File: config.mk
export PLATFORM = sky130hd
export DESIGN_NAME = imu_cal_div
export DESIGN_NICKNAME = d
export VERILOG_FILES = /design/src/rtl/imu_cal_div.sv
export SDC_FILE = /design/constraint.sdc
export NUM_CORES = 1
export LEC_CHECK = 0
export BUFFER_PORTS_ARGS = -buffer_cell sky130_fd_sc_hd__clkbuf_2
export CORE_ASPECT_RATIO = 1.25
export CORE_UTILIZATION = 30
export DETAILED_ROUTE_END_ITERATION = 12
export GPL_ROUTABILITY_DRIVEN = 1
export GPL_TIMING_DRIVEN = 0
export SYNTH_ARGS = -nofsm -noshare
export SYNTH_HDL_FRONTEND = slang
export SYNTH_SLANG_ARGS = --single-unit
File: constraint.sdc
create_clock -name clk -period 4.2 [get_ports clk]
set_input_delay 1.05 -clock clk [delete_from_list [all_inputs] [get_ports clk]]
set_output_delay 1.05 -clock clk [all_outputs]
set_load 0.1 [all_outputs]
File: src/rtl/imu_cal_div.sv
// ----------------------------------------------------------------------------
// Unsigned restoring divider
// Produces one quotient bit per cycle; done pulses when the quotient is ready.
// ----------------------------------------------------------------------------
module imu_cal_div #(
  parameter int NW  = 33,
  parameter int DVW = 9
) (
  input  logic                 clk,
  input  logic                 rst_n,
  input  logic                 start,
  input  logic [NW-1:0]        num,
  input  logic [DVW-1:0]       den,
  output logic                 done,
  output logic [NW-1:0]        quo
);

  localparam int IW = $clog2(NW + 1);

  logic [NW-1:0]  num_r;
  logic [DVW-1:0] rem_r;
  logic [DVW-1:0] den_r;
  logic [IW-1:0]  it_r;
  logic           busy_r;
  logic           done_r;
  logic [DVW:0]   rem_s;
  logic           ge;

  assign rem_s = {rem_r, num_r[NW-1]};
  assign ge    = rem_s >= {1'b0, den_r};

  always_ff @(posedge clk) begin
    if (!rst_n) begin
      busy_r <= 1'b0;
      done_r <= 1'b0;
      it_r   <= '0;
    end else begin
      done_r <= 1'b0;
      if (start) begin
        busy_r <= 1'b1;
        it_r   <= IW'(NW);
      end else if (busy_r) begin
        it_r <= it_r - 1'b1;
        if (it_r == IW'(1)) begin
          busy_r <= 1'b0;
          done_r <= 1'b1;
        end
      end
    end
  end

  always_ff @(posedge clk) begin
    if (start) begin
      num_r <= num;
      den_r <= den;
      rem_r <= '0;
    end else if (busy_r) begin
      num_r <= {num_r[NW-2:0], ge};
      rem_r <= ge ? DVW'(rem_s - {1'b0, den_r}) : rem_s[DVW-1:0];
    end
  end

  assign done = done_r;
  assign quo  = num_r;

endmodule

==> reports/qor.csv <==
metric;value;unit
ys_warn_count;0;
cts-root-buf;clkbuf_16;
critPathArrivalTime;2.92;ns
fmax;0.337;GHz
path_clk_slew;0.05;ns
hp-class;flop to flop;
p_int;1.26;mW
io_buffers;78;
fin_setup_tns;0;ns
cts_made_buffers;9;
rsz0062_at_grt;no;
ys_seq_elements;59;
vias;2074;
ant_nets;0;
post_cts_buffers;0;
skew;0.00659;ns
fp.dieW;89.8;µm
critPathCaptureType;flop;
critPathRequiredTime;4.15;ns
synth_edf_count;42;
dp_hpwl;4250;µm
synth_area_leader_cell;edfxtp_1;
synth_area;0.00289;mm²
drive_gt1_share;41.3;%
ys_seq_area_share;55.4;%
start_kind;primary input;
criticalPathCategory;primary input to flop;
p_per_area;523;mW/mm²
syn-num-nets;285;
nNetsFinal;374;
clkPwrFrac;34.8;%
overflow;0;
p_sw;680;µW
layout_commonest_cell;clkbuf_2;
crit_path_start;start;
clk_path_buf_depth;2;
first_pass_iters;4;
core;0.00927;mm²
holdBufCountCts;0;
cts_tree;built;
comb_power_share;27.8;%
relSlewSlack;46.3;%
core.rowCount;39;
swShare;35.0;%
syn2layout_area_growth;28.3;%
leakagePower;1.57;nW
dieHeight;112;µm
antenna_found_initial;0;
worstMarginPinSlew;0.805;ns
clkLatencyLatePin;0.33;ns
drt-total-wl;5960;µm
gp_congestion;0.769;
routedWlPerCell;13.4;µm
dieArea;0.0100;mm²
irDropWorstVdd;0.292;mV
finalHoldViolCount;0;
total_power;1.94;mW
drt_iter0_drc;76;
final_cell_mix;clkbuf_2, edfxtp_1, mux2_2, nor2_1, dfxtp_1;
final.period_utilization;70.6;%
crit_fanout;33;
async_flop_share;0;%
viasPerCell;4.66;
initial_utilization;31.2;%
drc;0;
syn_avg_cell_area;12.7;µm²
cts_resized;0;
synth_cells;228;
reg2reg_from;quo[32];
slew_viol_final;0;
antenna_cells;0;
htreeDepth;3;
setup_violations;0;
grt_usage;12.8;%
io_pins;79;
grt_pass1_vias;2167;
grt_pass1_wl;10100;µm
cts.sinks;59;
seq_power_share;37.3;%
post-route-min-period;2.97;ns
nFillCells;936;
status;completed;
cap_violations;0;
synth_area_leaders;edfxtp_1, mux2_2, dfxtp_1;
grt_max_degree;34;
synth_cell_type_count;41;
yosysTopAreaCellShare;43.6;%
hold_start;rem_r[2];
ys.flop_type;edfxtp_1;
[stage by stage]
stage                     std cells  setup slack [ns]  util [%]  hold WS (ns)  cell area [µm²]
after floorplan                 228              1.31         -         0.457             2890
after global placement          429             0.875      37.1         0.480             3440
after detailed placement        429             0.823      37.1         0.479             3440
after CTS                       445              1.19      40.0         0.487             3710
after global routing            445              1.02      40.0         0.504             3710
final                           445              1.23      40.0         0.485             3710
[area by class of cell]
type | count | area (µm²) | area share, %
repair buffers | 78 | 390 | 10.5
inverters | 14 | 52.6 | 1.42
plain buffers | 9 | 36.3 | 0.978
well taps | 123 | 154 | 4.15
flip-flops and latches | 59 | 1600 | 43.2
multi-input cells | 146 | 1200 | 32.4
clock inverters | 3 | 15.0 | 0.405
clock buffers | 13 | 260 | 7.01
[critical path, cell delays in order]
cell	delay, ns
clkbuf_2	0.25
clkbuf_1	0.41
clkbuf_1	0.45
or2_2	0.74
[flip-flops by register name, summed over array words and instances (netlist names)]
register	cells
quo	33
den_r	9
rem_r	9
it_r	6
busy_r	1
done	1
[synthesized netlist by cell type, types with 2 or more instances]
master    number
ha_1          11
xnor2_1        4
xor2_1         5
o211ai_1       4
nor2_1        21
buf_1          2
nand3b_1       2
clkbuf_1       5
mux2_2        33
o31ai_1        2
mux2i_1        6
edfxtp_1      42
nand2_1        8
buf_2          2
dfxtp_1       17
inv_1         14
o21a_1         3
nand2b_1       3
nand3_1        4
a21oi_1        9
a311oi_1       2
a211oi_1       9
nor3_1         2
[routing by layer]
layer	vias up	part of all wire, %	GRT usage (%)
met4	0	1.7	5.68
li1	1026	-	-
met2	67	49	21.7
met3	9	7.4	5.40
met5	-	0	0
met1	972	41	14.0
[power groups by stage]
| stage | Combinational, mW | Sequential [mW] | Clock, mW |
|---|---|---|---|
| after global placement | 0.536 | 0.733 | 0 |
| after global routing | 0.574 | 0.731 | 0.718 |
| after detailed placement | 0.542 | 0.734 | 0 |
| after floorplan | 0.193 | 0.982 | 0 |
| final | 0.540 | 0.724 | 0.676 |
| after CTS | 0.544 | 0.725 | 0.691 |
[final timing paths]
kind | slack [ns] | cells past startpoint | to
setup / recovery | 1.23 | 4 | quo[9]
setup reg to reg | 1.40 | 8 | quo[0]
hold / removal | 0.48 | 2 | rem_r[2]
hold reg to reg | 0.48 | 2 | rem_r[2]
[kinds of logic after synthesis]
kind of cell | synth area share (%)
AND/OR/NAND/NOR | 8.91
adder cells (fa/ha/maj) | 5.45
AO/OA/AOI/OAI | 9.13
XOR/XNOR | 2.73
buffers and inverters | 3.07
multiplexers | 15.3
flip-flops | 55.4
No activity file was read; power rests on OpenSTA's default activity.
