==> config.mk <==
export PLATFORM = sky130hd
export DESIGN_NAME = imu_cal_ram
export DESIGN_NICKNAME = d
export VERILOG_FILES = /design/src/rtl/imu_cal_ram.sv
export SDC_FILE = /design/constraint.sdc
export NUM_CORES = 1
export LEC_CHECK = 0
export ABC_AREA = 1
export BUFFER_PORTS_ARGS = -buffer_cell sky130_fd_sc_hd__buf_4
export CORE_ASPECT_RATIO = 1.25
export CORE_MARGIN = 5
export CORE_UTILIZATION = 40
export DETAILED_ROUTE_END_ITERATION = 7
export RECOVER_POWER = 50
export SLEW_MARGIN = 25
export SYNTH_ARGS = -nofsm -noshare
export SYNTH_HDL_FRONTEND = slang
export SYNTH_SLANG_ARGS = --single-unit
==> constraint.sdc <==
create_clock -name clk -period 1.2 [get_ports clk]
set_input_delay 0.3 -clock clk [delete_from_list [all_inputs] [get_ports clk]]
set_output_delay 0.3 -clock clk [all_outputs]
set_load 0.01 [all_outputs]
==> src/rtl/imu_cal_ram.sv <==
// ----------------------------------------------------------------------------
// Generic RAM
// One write port and one read port with registered read data.
// ----------------------------------------------------------------------------
module imu_cal_ram #(
  parameter int W = 8,
  parameter int D = 8
) (
  input  logic                 clk,
  input  logic                 we,
  input  logic [$clog2(D)-1:0] waddr,
  input  logic [W-1:0]         wdata,
  input  logic [$clog2(D)-1:0] raddr,
  output logic [W-1:0]         rdata
);

  logic [W-1:0] mem [D];

  always_ff @(posedge clk) begin
    if (we) begin
      mem[waddr] <= wdata;
    end
    rdata <= mem[raddr];
  end

endmodule

==> results of run 1 <==
tightest hold or removal path: stages:
cell and delay (ns):
sky130_fd_sc_hd__buf_4 0.16, sky130_fd_sc_hd__nand2_1 0.07, sky130_fd_sc_hd__nand2_1 0.05
power by group:
part	internal (mW)	switching [mW]	total, mW
Sequential	2.83	0.0232	2.85
Combinational	0.141	0.241	0.382
Clock	0.729	0.809	1.54
Total	3.70	1.07	4.77
layer usage:
layer	GRT usage, %	wire length (µm)	vias to the layer above	share of wire, %
li1	-	-	1004	-
met1	15.44	2423	872	44
met2	21.55	2814	27	51
met3	2.450	144	9	2.6
met4	7.127	139	0	2.5
met5	0	0	-	0
final timing paths:
check | to | depth (start not counted) | slack (ns)
worst min register to register | rdata[2]$_DFF_P_ | 6 | 0.62
worst max-delay path | rdata[2] | 1 | 0.11
worst min-delay path | rdata[2]$_DFF_P_ | 3 | 0.27
worst max register to register | rdata[7]$_DFF_P_ | 6 | 0.37
per-stage QoR:
stage / instance area (µm²) / power [mW] / hold WS [ns] / instances / utilization [%]
after detailed placement: 3343 / 3.309 / 0.5430 / 421 / 45.17
after CTS: 3498 / 4.828 / 0.1873 / 437 / 47.27
after global routing: 3461 / 4.989 / 0.2735 / 437 / 46.76
after global placement: 3343 / 3.304 / 0.5398 / 421 / 45.17
after floorplan: 3050 / 3.142 / 0.3989 / 303 / -
final: 3461 / 4.772 / 0.2694 / 437 / 46.76
layout make-up:
type	count	area, µm²
sequential	72	2082
clock inverter	5	23.77
clock buffer	11	131.4
multi-input combinational	150	603.1
timing repair buffer	37	240.2
fill	702	3940
tap	92	115.1
inverter	70	265.3
layout by cell type, fill, tap and decap left out, drive strengths merged:
| master | Yosys | layout |
|---|---|---|
| dfxtp | 8 | 8 |
| edfxtp | 64 | 64 |
| nand2 | 110 | 110 |
| inv | 70 | 70 |
| buf | 11 | 27 |
| clkinv | 0 | 5 |
| clkbuf | 0 | 21 |
| nor2 | 8 | 8 |
| nand3 | 32 | 32 |
flip-flops by register name, summed over array words and instances, names as in the netlist:
name and cells:
mem 64, rdata 8
cell families (layout without fill, tap and decap cells):
kind of cell           Yosys count  after routing
and+or+nand+nor                150            150
buffers and inverters           81            123
DFF                             72             72
==> run metrics, run 1 <==
die boundary height=107.6 µm; number of iterations in the first detailed-routing pass=4; CTS Sinks=72; number of nets at the end of the flow=356; Critical Path Sink Type=primary output; adder and majority gate portion of the synthesized area=0%; diode count=0; fraction of registers with async set/reset=0%; total number of yosys warnings=0; antenna violations before repair=0; Crit path buffers/inverters=1; total CTS buffers=9; Reg-to-Reg Start=mem[7][7]$_DFFE_PP_; Post-DRT Antenna Nets=0; largest cells by area after synthesis=sky130_fd_sc_hd__edfxtp_1 (63%), sky130_fd_sc_hd__nand2_1 (14%), sky130_fd_sc_hd__inv_1 (8.4%); die width=88.11 µm; standard-cell row count=35; number of flops mapped to enable cells by yosys=64; Post-Synthesis Net Count=319; Max stage delay on crit path=0.33 ns; startpoint of the most critical setup path=rdata[2]$_DFF_P_; cell count after synthesis=303; crit path cell chain=buf_4; Max FO, Critical Path=1; post-CTS setup buffer count=0; TritonCTS clock tree=done; Max clock buf depth=2; startpoint kind of the worst setup timing path=flip-flop; Req. time, crit path=0.90 ns; most common cell in the netlist=sky130_fd_sc_hd__nand2_1; total count of hold-check failures in the final report=0; Post-synth top flop=sky130_fd_sc_hd__edfxtp_1; type of the worst setup path=flip-flop to primary output; largest family of logic cells by synthesized area=simple AND/OR/NAND/NOR gates; status=completed; core region area=7401 µm²; Post-Route Setup TNS=0 ns; setup repair after global routing missed its margin=no; minimum setup slack in the final design=0.1099 ns; global routing usage summed across all routing layers=12.91%; count of input and output buffers=23; Pwr Density=1379 nW/µm²; type of the tightest min-delay check=input port to flip-flop; clock slew seen by the registers of the worst setup and hold paths=0.07 ns; Yosys cell types=11; post-synthesis sequential area ratio=68.25%; number of max-cap violations=0; cell area after technology mapping=3050 µm²; via count of the first global-routing pass=1,838; largest net degree at the start of global routing=33; GPL Wtd Cong=0.7497; launch point of the worst hold path=raddr[2]; clock latency at the later pin of the worst-skew pair=0.34 ns; library cell occupying the most area in the post-synthesis netlist=sky130_fd_sc_hd__edfxtp_1; synthesized flop and latch total=72; parity-gate share of the synthesized area counting xor and xnor cells=0%; arrival time reported for the critical path endpoint=0.79 ns; synthesized area per cell=10.07 µm²; Layout area overhead=13.45%; multiplexer area fraction after synthesis=0%; die area=9483 µm²; starting density of the core=41.22%; drt via density=4.375; Max stage delay cell, worst path=sky130_fd_sc_hd__dfxtp_1; Resized Gates After CTS=0; Detail Placement HPWL=3.855 mm; actual slew at the worst max-slew pin=0.5324 ns; total detailed-routing wirelength=5.521 mm; Remaining Overflow, GRT=0; clock period minus worst slack=1.090 ns; H-tree depth reported by CTS=3; top cells by instance count after synthesis=sky130_fd_sc_hd__nand2_1 (110), sky130_fd_sc_hd__inv_1 (68), sky130_fd_sc_hd__edfxtp_1 (64); share of layout cells above drive strength 1=12.17%; count of pins over their slew limit=0; DRC violation count after routing=0; via count=1,912; first-pass GRT wire length=8.866 mm; count of boundary I/O pins=24; fraction of post-synthesis cell area in the top cell type by area=63.00%; post-synthesis simple-gate area fraction=19.77%; achievable clock frequency=917.3 MHz; Final setup viols=0; relative slew slack=64.51%; worst vdd rail ir drop=0.6063 mV; cell at the root of the clock tree=sky130_fd_sc_hd__clkbuf_8; DRC marker count from the first detailed-route iteration=118; share of the clock period used by the worst path=90.85%; number of buffers inserted for hold repair after clock tree synthesis=0; skew final=0.007896 ns; minimum setup slack after placement=0.01020 ns; post-synthesis compound-gate area fraction=0%; P_leak=1.619 nW; wire length per cell after detailed routing=12.63 µm; cell type group with the largest total delay on the critical path=flip-flops
Note: power is estimated with default switching activity, not from simulation.
==> inputs of run 2 (changes only) <==
Settings changed: CTS_CLUSTER_SIZE set to 25, GPL_TIMING_DRIVEN set to 0.
Clock period 1.2 ns to 1.4 ns, I/O delays scaled along.
==> run 2 against run 1 <==
First-iteration DRC count down 2.5%; utilization up 0.14 points; global-route usage up 0.79 points; hold slack better by 0.080 ns; sequential share of layout area down 0.17 points; critical endpoint is now mem[2][5]$_DFFE_PP_.
==> run metrics, run 2 (synthesis results as in run 1) <==
Req. time, crit path=1.36 ns (was 0.90 ns); end point of the critical path=mem[2][5]$_DFFE_PP_ (was rdata[2]); global routing usage summed across all routing layers=13.70% (was 12.91%); Largest register FFs=64 (unchanged); wire length per cell after detailed routing=13.87 µm (was 12.63 µm); number of max-cap violations=0 (unchanged); Detail Placement HPWL=3.860 mm (was 3.855 mm); clock latency at the later pin of the worst-skew pair=0.34 ns (about the same); die area=9483 µm² (unchanged); TritonCTS clock tree=done (unchanged); P_leak=1.607 nW (was 1.619 nW); count of pins over their slew limit=0 (unchanged); diode count=0 (unchanged); relative slew slack=42.08% (was 64.51%); Pwr Density=1245 nW/µm² (was 1379 nW/µm²); count of input and output buffers=20 (was 23); startpoint kind of the worst setup timing path=input port (was flip-flop); arrival time reported for the critical path endpoint=1.28 ns (was 0.79 ns); crit path cell chain=buf_4 > inv_1 > nand2_1 > nor2_1 (was buf_4); Max clock buf depth=2 (unchanged); drt via density=4.497 (was 4.375); Final setup viols=0 (unchanged); antenna violations before repair=0 (unchanged); Remaining Overflow, GRT=0 (unchanged); die width=88.11 µm (unchanged); Max stage delay cell, worst path=sky130_fd_sc_hd__nor2_1 (was sky130_fd_sc_hd__dfxtp_1); Critical Path Sink Type=flip-flop (was primary output); Final Hold Slack=0.3490 ns (was 0.2694 ns); Max FO, Critical Path=8 (was 1); number of nets at the end of the flow=350 (was 356); minimum setup slack in the final design=0.07584 ns (was 0.1099 ns); achievable clock frequency=755.2 MHz; type of the tightest min-delay check=input port to flip-flop (unchanged); RR Endpoint=rdata[1]$_DFF_P_ (was rdata[7]$_DFF_P_); largest registers=mem (64), rdata (8) (unchanged); DRC violation count after routing=0 (unchanged); share of layout cells above drive strength 1=11.80% (was 12.17%); Max stage delay on crit path=0.68 ns (was 0.33 ns); number of iterations in the first detailed-routing pass=5 (was 4); DRC marker count from the first detailed-route iteration=115 (was 118); CTS Sinks=72 (unchanged); cell type group with the largest total delay on the critical path=simple AND/OR/NAND/NOR gates (was flip-flops); minimum setup slack after placement=-0.3336 ns (was 0.01020 ns); H-tree depth reported by CTS=3 (unchanged); total detailed-routing wirelength=5.979 mm (was 5.521 mm); setup repair after global routing missed its margin=yes (was no); clock period minus worst slack=1.324 ns; via count of the first global-routing pass=1,771 (was 1,838); Worst R2R Setup Slack=0.56 ns (was 0.37 ns); Layout area overhead=13.78% (was 13.45%); total CTS buffers=9 (unchanged); largest net degree at the start of global routing=12 (was 33); clock slew seen by the registers of the worst setup and hold paths=0.08 ns (was 0.07 ns); total count of hold-check failures in the final report=0 (unchanged); share of the clock period used by the worst path=94.58%; Reg-to-Reg Start=mem[3][1]$_DFFE_PP_ (was mem[7][7]$_DFFE_PP_); r2r worst-path depth=6 (unchanged); number of logic stages on the critical path including buffering=4 (was 1); startpoint of the most critical setup path=waddr[0] (was rdata[2]$_DFF_P_); starting density of the core=41.22% (unchanged); die boundary height=107.6 µm (unchanged); Post-DRT Antenna Nets=0 (unchanged); actual slew at the worst max-slew pin=0.8657 ns (was 0.5324 ns); cell at the root of the clock tree=sky130_fd_sc_hd__clkbuf_8 (unchanged); skew final=0.009394 ns (was 0.007896 ns); count of boundary I/O pins=24 (unchanged); GPL Wtd Cong=0.7158 (was 0.7497); commonest non-fill, non-tap cell in the layout=sky130_fd_sc_hd__nand2_1 (unchanged); Crit path buffers/inverters=2 (was 1); type of the worst setup path=input port to flip-flop (was flip-flop to primary output); post-CTS setup buffer count=0 (unchanged); status=completed (unchanged); commonest cells after routing, fill and taps aside=sky130_fd_sc_hd__nand2_1 (110), sky130_fd_sc_hd__inv_1 (68), sky130_fd_sc_hd__edfxtp_1 (64), sky130_fd_sc_hd__nand3_1 (32), sky130_fd_sc_hd__buf_4 (15) (was sky130_fd_sc_hd__nand2_1 (110), sky130_fd_sc_hd__inv_1 (68), sky130_fd_sc_hd__edfxtp_1 (64), sky130_fd_sc_hd__nand3_1 (32), sky130_fd_sc_hd__buf_4 (27)); core region area=7401 µm² (unchanged); standard-cell row count=35 (unchanged); register with the most flip-flops=mem (unchanged); number of buffers inserted for hold repair after clock tree synthesis=0 (unchanged); worst vdd rail ir drop=0.4301 mV (was 0.6063 mV); via count=1,938 (was 1,912); first-pass GRT wire length=9.273 mm (was 8.866 mm)
## run 2: worst min path at each step
stage                        start                  end  slack (ns)  depth (start not counted)
after floorplan           wdata[0]  mem[0][0]$_DFFE_PP_        0.45                          0
after detailed placement  wdata[5]  mem[0][5]$_DFFE_PP_        0.59                          1
after CTS                 wdata[5]  mem[0][5]$_DFFE_PP_        0.22                          1
after global placement    wdata[2]  mem[0][2]$_DFFE_PP_        0.58                          1
after global routing      wdata[5]  mem[1][5]$_DFFE_PP_        0.36                          1
final                     wdata[5]  mem[3][5]$_DFFE_PP_        0.35                          1
## run 2: timing repair
item	in CTS	in global routing
endpoints found under the hold margin	0	0
setup endpoints to repair	0	16
gates resized for setup	0	2
## run 2: power breakdown
part           internal, mW  switching, mW  leakage [nW]  total, mW
clock network         0.816          0.718        0.0941       1.53
logic                 0.126          0.217         0.864      0.343
registers              2.42         0.0180         0.649       2.44
## run 2: cell type report
cell class	count	area, µm²
multi-input cells	150	608.1
repair buffers	20	120.1
inverters	70	265.3
clock buffers	12	135.1
fillers	677	3930
clock inverters	4	45.04
flip-flops and latches	72	2082
plain buffers	11	100.1
well taps	92	115.1
## run 2: metal layers
metal / wire [µm] / share of wire (%) / global-route usage [%] / vias up
li1: - / - / - / 997
met1: 2448 / 41 / 17.55 / 868
met2: 2985 / 50 / 21.61 / 65
met3: 411 / 6.9 / 2.680 / 8
met4: 133 / 2.2 / 7.451 / 0
met5: 0 / 0 / 0 / -
## run 2: worst register-to-register path, cell delays in order, from the launching register on
cell and delay, ns:
sky130_fd_sc_hd__edfxtp_1 0.37, sky130_fd_sc_hd__inv_1 0.07, sky130_fd_sc_hd__nand2_1 0.05, sky130_fd_sc_hd__nand3_1 0.07
sky130_fd_sc_hd__nand2_1 0.05, sky130_fd_sc_hd__nand2_1 0.06, sky130_fd_sc_hd__nand2_1 0.06
## run 2: through the flow
stage          power, mW  cell area (µm²)  utilization, %     TNS, ns  cells
2_1_floorplan      2.693             3050               -           0    303
3_3_place_gp       2.839             3316           44.80      -16.02    415
3_5_place_dp       2.848             3316           44.80      -17.24    415
4_1_cts            4.376             3496           47.24           0    431
5_1_grt            4.486             3471           46.90  -0.0008977    431
6_report           4.320             3471           46.90           0    431
==> inputs of run 3 (changes only) <==
Settings changed: RECOVER_POWER 50 to not set.
==> run 3 against run 2 <==
Die area stayed put; clock power hardly changed; via count hardly changed; register-to-register slack hardly changed.
==> run metrics, run 3 (synthesis results as in run 1) <==
global routing usage summed across all routing layers=13.70% (unchanged); diode count=0 (unchanged); skew final=0.008026 ns (was 0.009394 ns); Final setup viols=0 (unchanged); total count of hold-check failures in the final report=0 (unchanged); Post-Route Setup TNS=0 ns (unchanged); worst vdd rail ir drop=0.4353 mV (was 0.4301 mV); clock slew seen by the registers of the worst setup and hold paths=0.07 ns (was 0.08 ns); Max FO, Critical Path=8 (unchanged); core region area=7401 µm² (unchanged); via count of the first global-routing pass=1,771 (unchanged); Crit path buffers/inverters=2 (unchanged); die width=88.11 µm (unchanged); total detailed-routing wirelength=6.014 mm (was 5.979 mm); share of the clock period used by the worst path=95.64% (was 94.58%); achievable clock frequency=746.8 MHz (was 755.2 MHz); Largest register FFs=64 (unchanged); type of the worst setup path=input port to flip-flop (unchanged); commonest non-fill, non-tap cell in the layout=sky130_fd_sc_hd__nand2_1 (unchanged); P_leak=1.636 nW (was 1.607 nW); Remaining Overflow, GRT=0 (unchanged); Layout area overhead=14.77% (was 13.78%); minimum setup slack after placement=-0.3336 ns (unchanged); die boundary height=107.6 µm (unchanged); number of iterations in the first detailed-routing pass=4 (was 5); cell at the root of the clock tree=sky130_fd_sc_hd__clkbuf_8 (unchanged); clock period minus worst slack=1.339 ns (was 1.324 ns); Pwr Density=1238 nW/µm² (was 1245 nW/µm²); final total power=4.334 mW (was 4.320 mW); Req. time, crit path=1.36 ns (about the same); status=completed (unchanged); commonest cells after routing, fill and taps aside=sky130_fd_sc_hd__nand2_1 (110), sky130_fd_sc_hd__inv_1 (68), sky130_fd_sc_hd__edfxtp_1 (64), sky130_fd_sc_hd__nand3_1 (32), sky130_fd_sc_hd__buf_4 (23) (was sky130_fd_sc_hd__nand2_1 (110), sky130_fd_sc_hd__inv_1 (68), sky130_fd_sc_hd__edfxtp_1 (64), sky130_fd_sc_hd__nand3_1 (32), sky130_fd_sc_hd__buf_4 (15)); CTS Sinks=72 (unchanged); TritonCTS clock tree=done (unchanged); drt via density=4.494 (was 4.497); setup repair after global routing missed its margin=yes (unchanged); clock latency at the later pin of the worst-skew pair=0.34 ns (about the same); die area=9483 µm² (unchanged); Max stage delay on crit path=0.69 ns (was 0.68 ns); startpoint kind of the worst setup timing path=input port (unchanged); starting density of the core=41.22% (unchanged); DRC marker count from the first detailed-route iteration=118 (was 115); first-pass GRT wire length=9.273 mm (unchanged); Detail Placement HPWL=3.860 mm (unchanged); largest registers=mem (64), rdata (8) (unchanged); via count=1,937 (was 1,938); standard-cell row count=35 (unchanged); Max clock buf depth=2 (unchanged); largest net degree at the start of global routing=12 (unchanged); number of max-cap violations=0 (unchanged); arrival time reported for the critical path endpoint=1.30 ns (was 1.28 ns); wire length per cell after detailed routing=13.95 µm (was 13.87 µm); number of buffers inserted for hold repair after clock tree synthesis=0 (unchanged); total CTS buffers=9 (unchanged); count of boundary I/O pins=24 (unchanged); register with the most flip-flops=mem (unchanged); minimum setup slack in the final design=0.06102 ns (was 0.07584 ns); antenna violations before repair=0 (unchanged); Post-DRT Antenna Nets=0 (unchanged); Max stage delay cell, worst path=sky130_fd_sc_hd__nor2_1 (unchanged); cell type group with the largest total delay on the critical path=simple AND/OR/NAND/NOR gates (unchanged); number of nets at the end of the flow=350 (unchanged); count of input and output buffers=20 (unchanged); type of the tightest min-delay check=input port to flip-flop (unchanged); actual slew at the worst max-slew pin=0.8862 ns (was 0.8657 ns); Critical Path Sink Type=flip-flop (unchanged); utilization of the core after routing=47.30% (was 46.90%); DRC violation count after routing=0 (unchanged); H-tree depth reported by CTS=3 (unchanged); count of pins over their slew limit=0 (unchanged); relative slew slack=40.70% (was 42.08%); crit path cell chain=buf_4 > inv_1 > nand2_1 > nor2_1 (unchanged); post-CTS setup buffer count=0 (unchanged); share of layout cells above drive strength 1=14.16% (was 11.80%); GPL Wtd Cong=0.7158 (unchanged)
[run 3: cell count changes in the layout (fill, tap and decap cells not counted)]
| cell | delta |
|---|---|
| sky130_fd_sc_hd__buf_4 | +8 |
| sky130_fd_sc_hd__clkbuf_1 | -8 |
[run 3: final timing paths]
path                        from             endpoint  slack (ns)  cells after the start
max reg2reg  mem[3][1]$_DFFE_PP_     rdata[1]$_DFF_P_        0.56                      6
min                     wdata[5]  mem[1][5]$_DFFE_PP_        0.24                      1
max                     waddr[0]  mem[2][5]$_DFFE_PP_        0.06                      4
min reg2reg  mem[4][5]$_DFFE_PP_     rdata[5]$_DFF_P_        0.62                      6
[run 3: power by group]
part | internal, mW | switching (mW) | leakage, nW
Sequential | 2.42 | 0.0182 | 0.649
Combinational | 0.136 | 0.217 | 0.893
Clock | 0.817 | 0.722 | 0.0941
Total | 3.38 | 0.957 | 1.64
[run 3: per-stage QoR]
stage	cell area (µm²)	std cells	hold WS, ns
floorplan	3050	303	0.4489
global placement	3316	415	0.5847
detailed placement	3316	415	0.5871
CTS	3496	431	0.2199
global route	3501	431	0.2290
finish	3501	431	0.2376
[run 3: layer usage]
metal / up-vias / share of wire (%) / track usage (%)
met5: - / 0 / 0
met3: 9 / 5.8 / 2.680
li1: 994 / - / -
met1: 882 / 41 / 17.55
met4: 0 / 2.4 / 7.451
met2: 52 / 51 / 21.61
[run 3: layout make-up]
type                       instances  area [µm²]
clock buffer                      12       135.1
inverter                          70       265.3
fill                             676        3900
clock inverter                     4       45.04
sequential                        72        2082
tap                               92       115.1
multi-input combinational        150       608.1
timing repair buffer              20       150.1
buffer                            11       100.1
[run 3: what timing repair did]
item	4_1_cts	5_1_grt
setup endpoints to repair	0	16
resized for setup	0	2
endpoints found under the hold margin	0	0
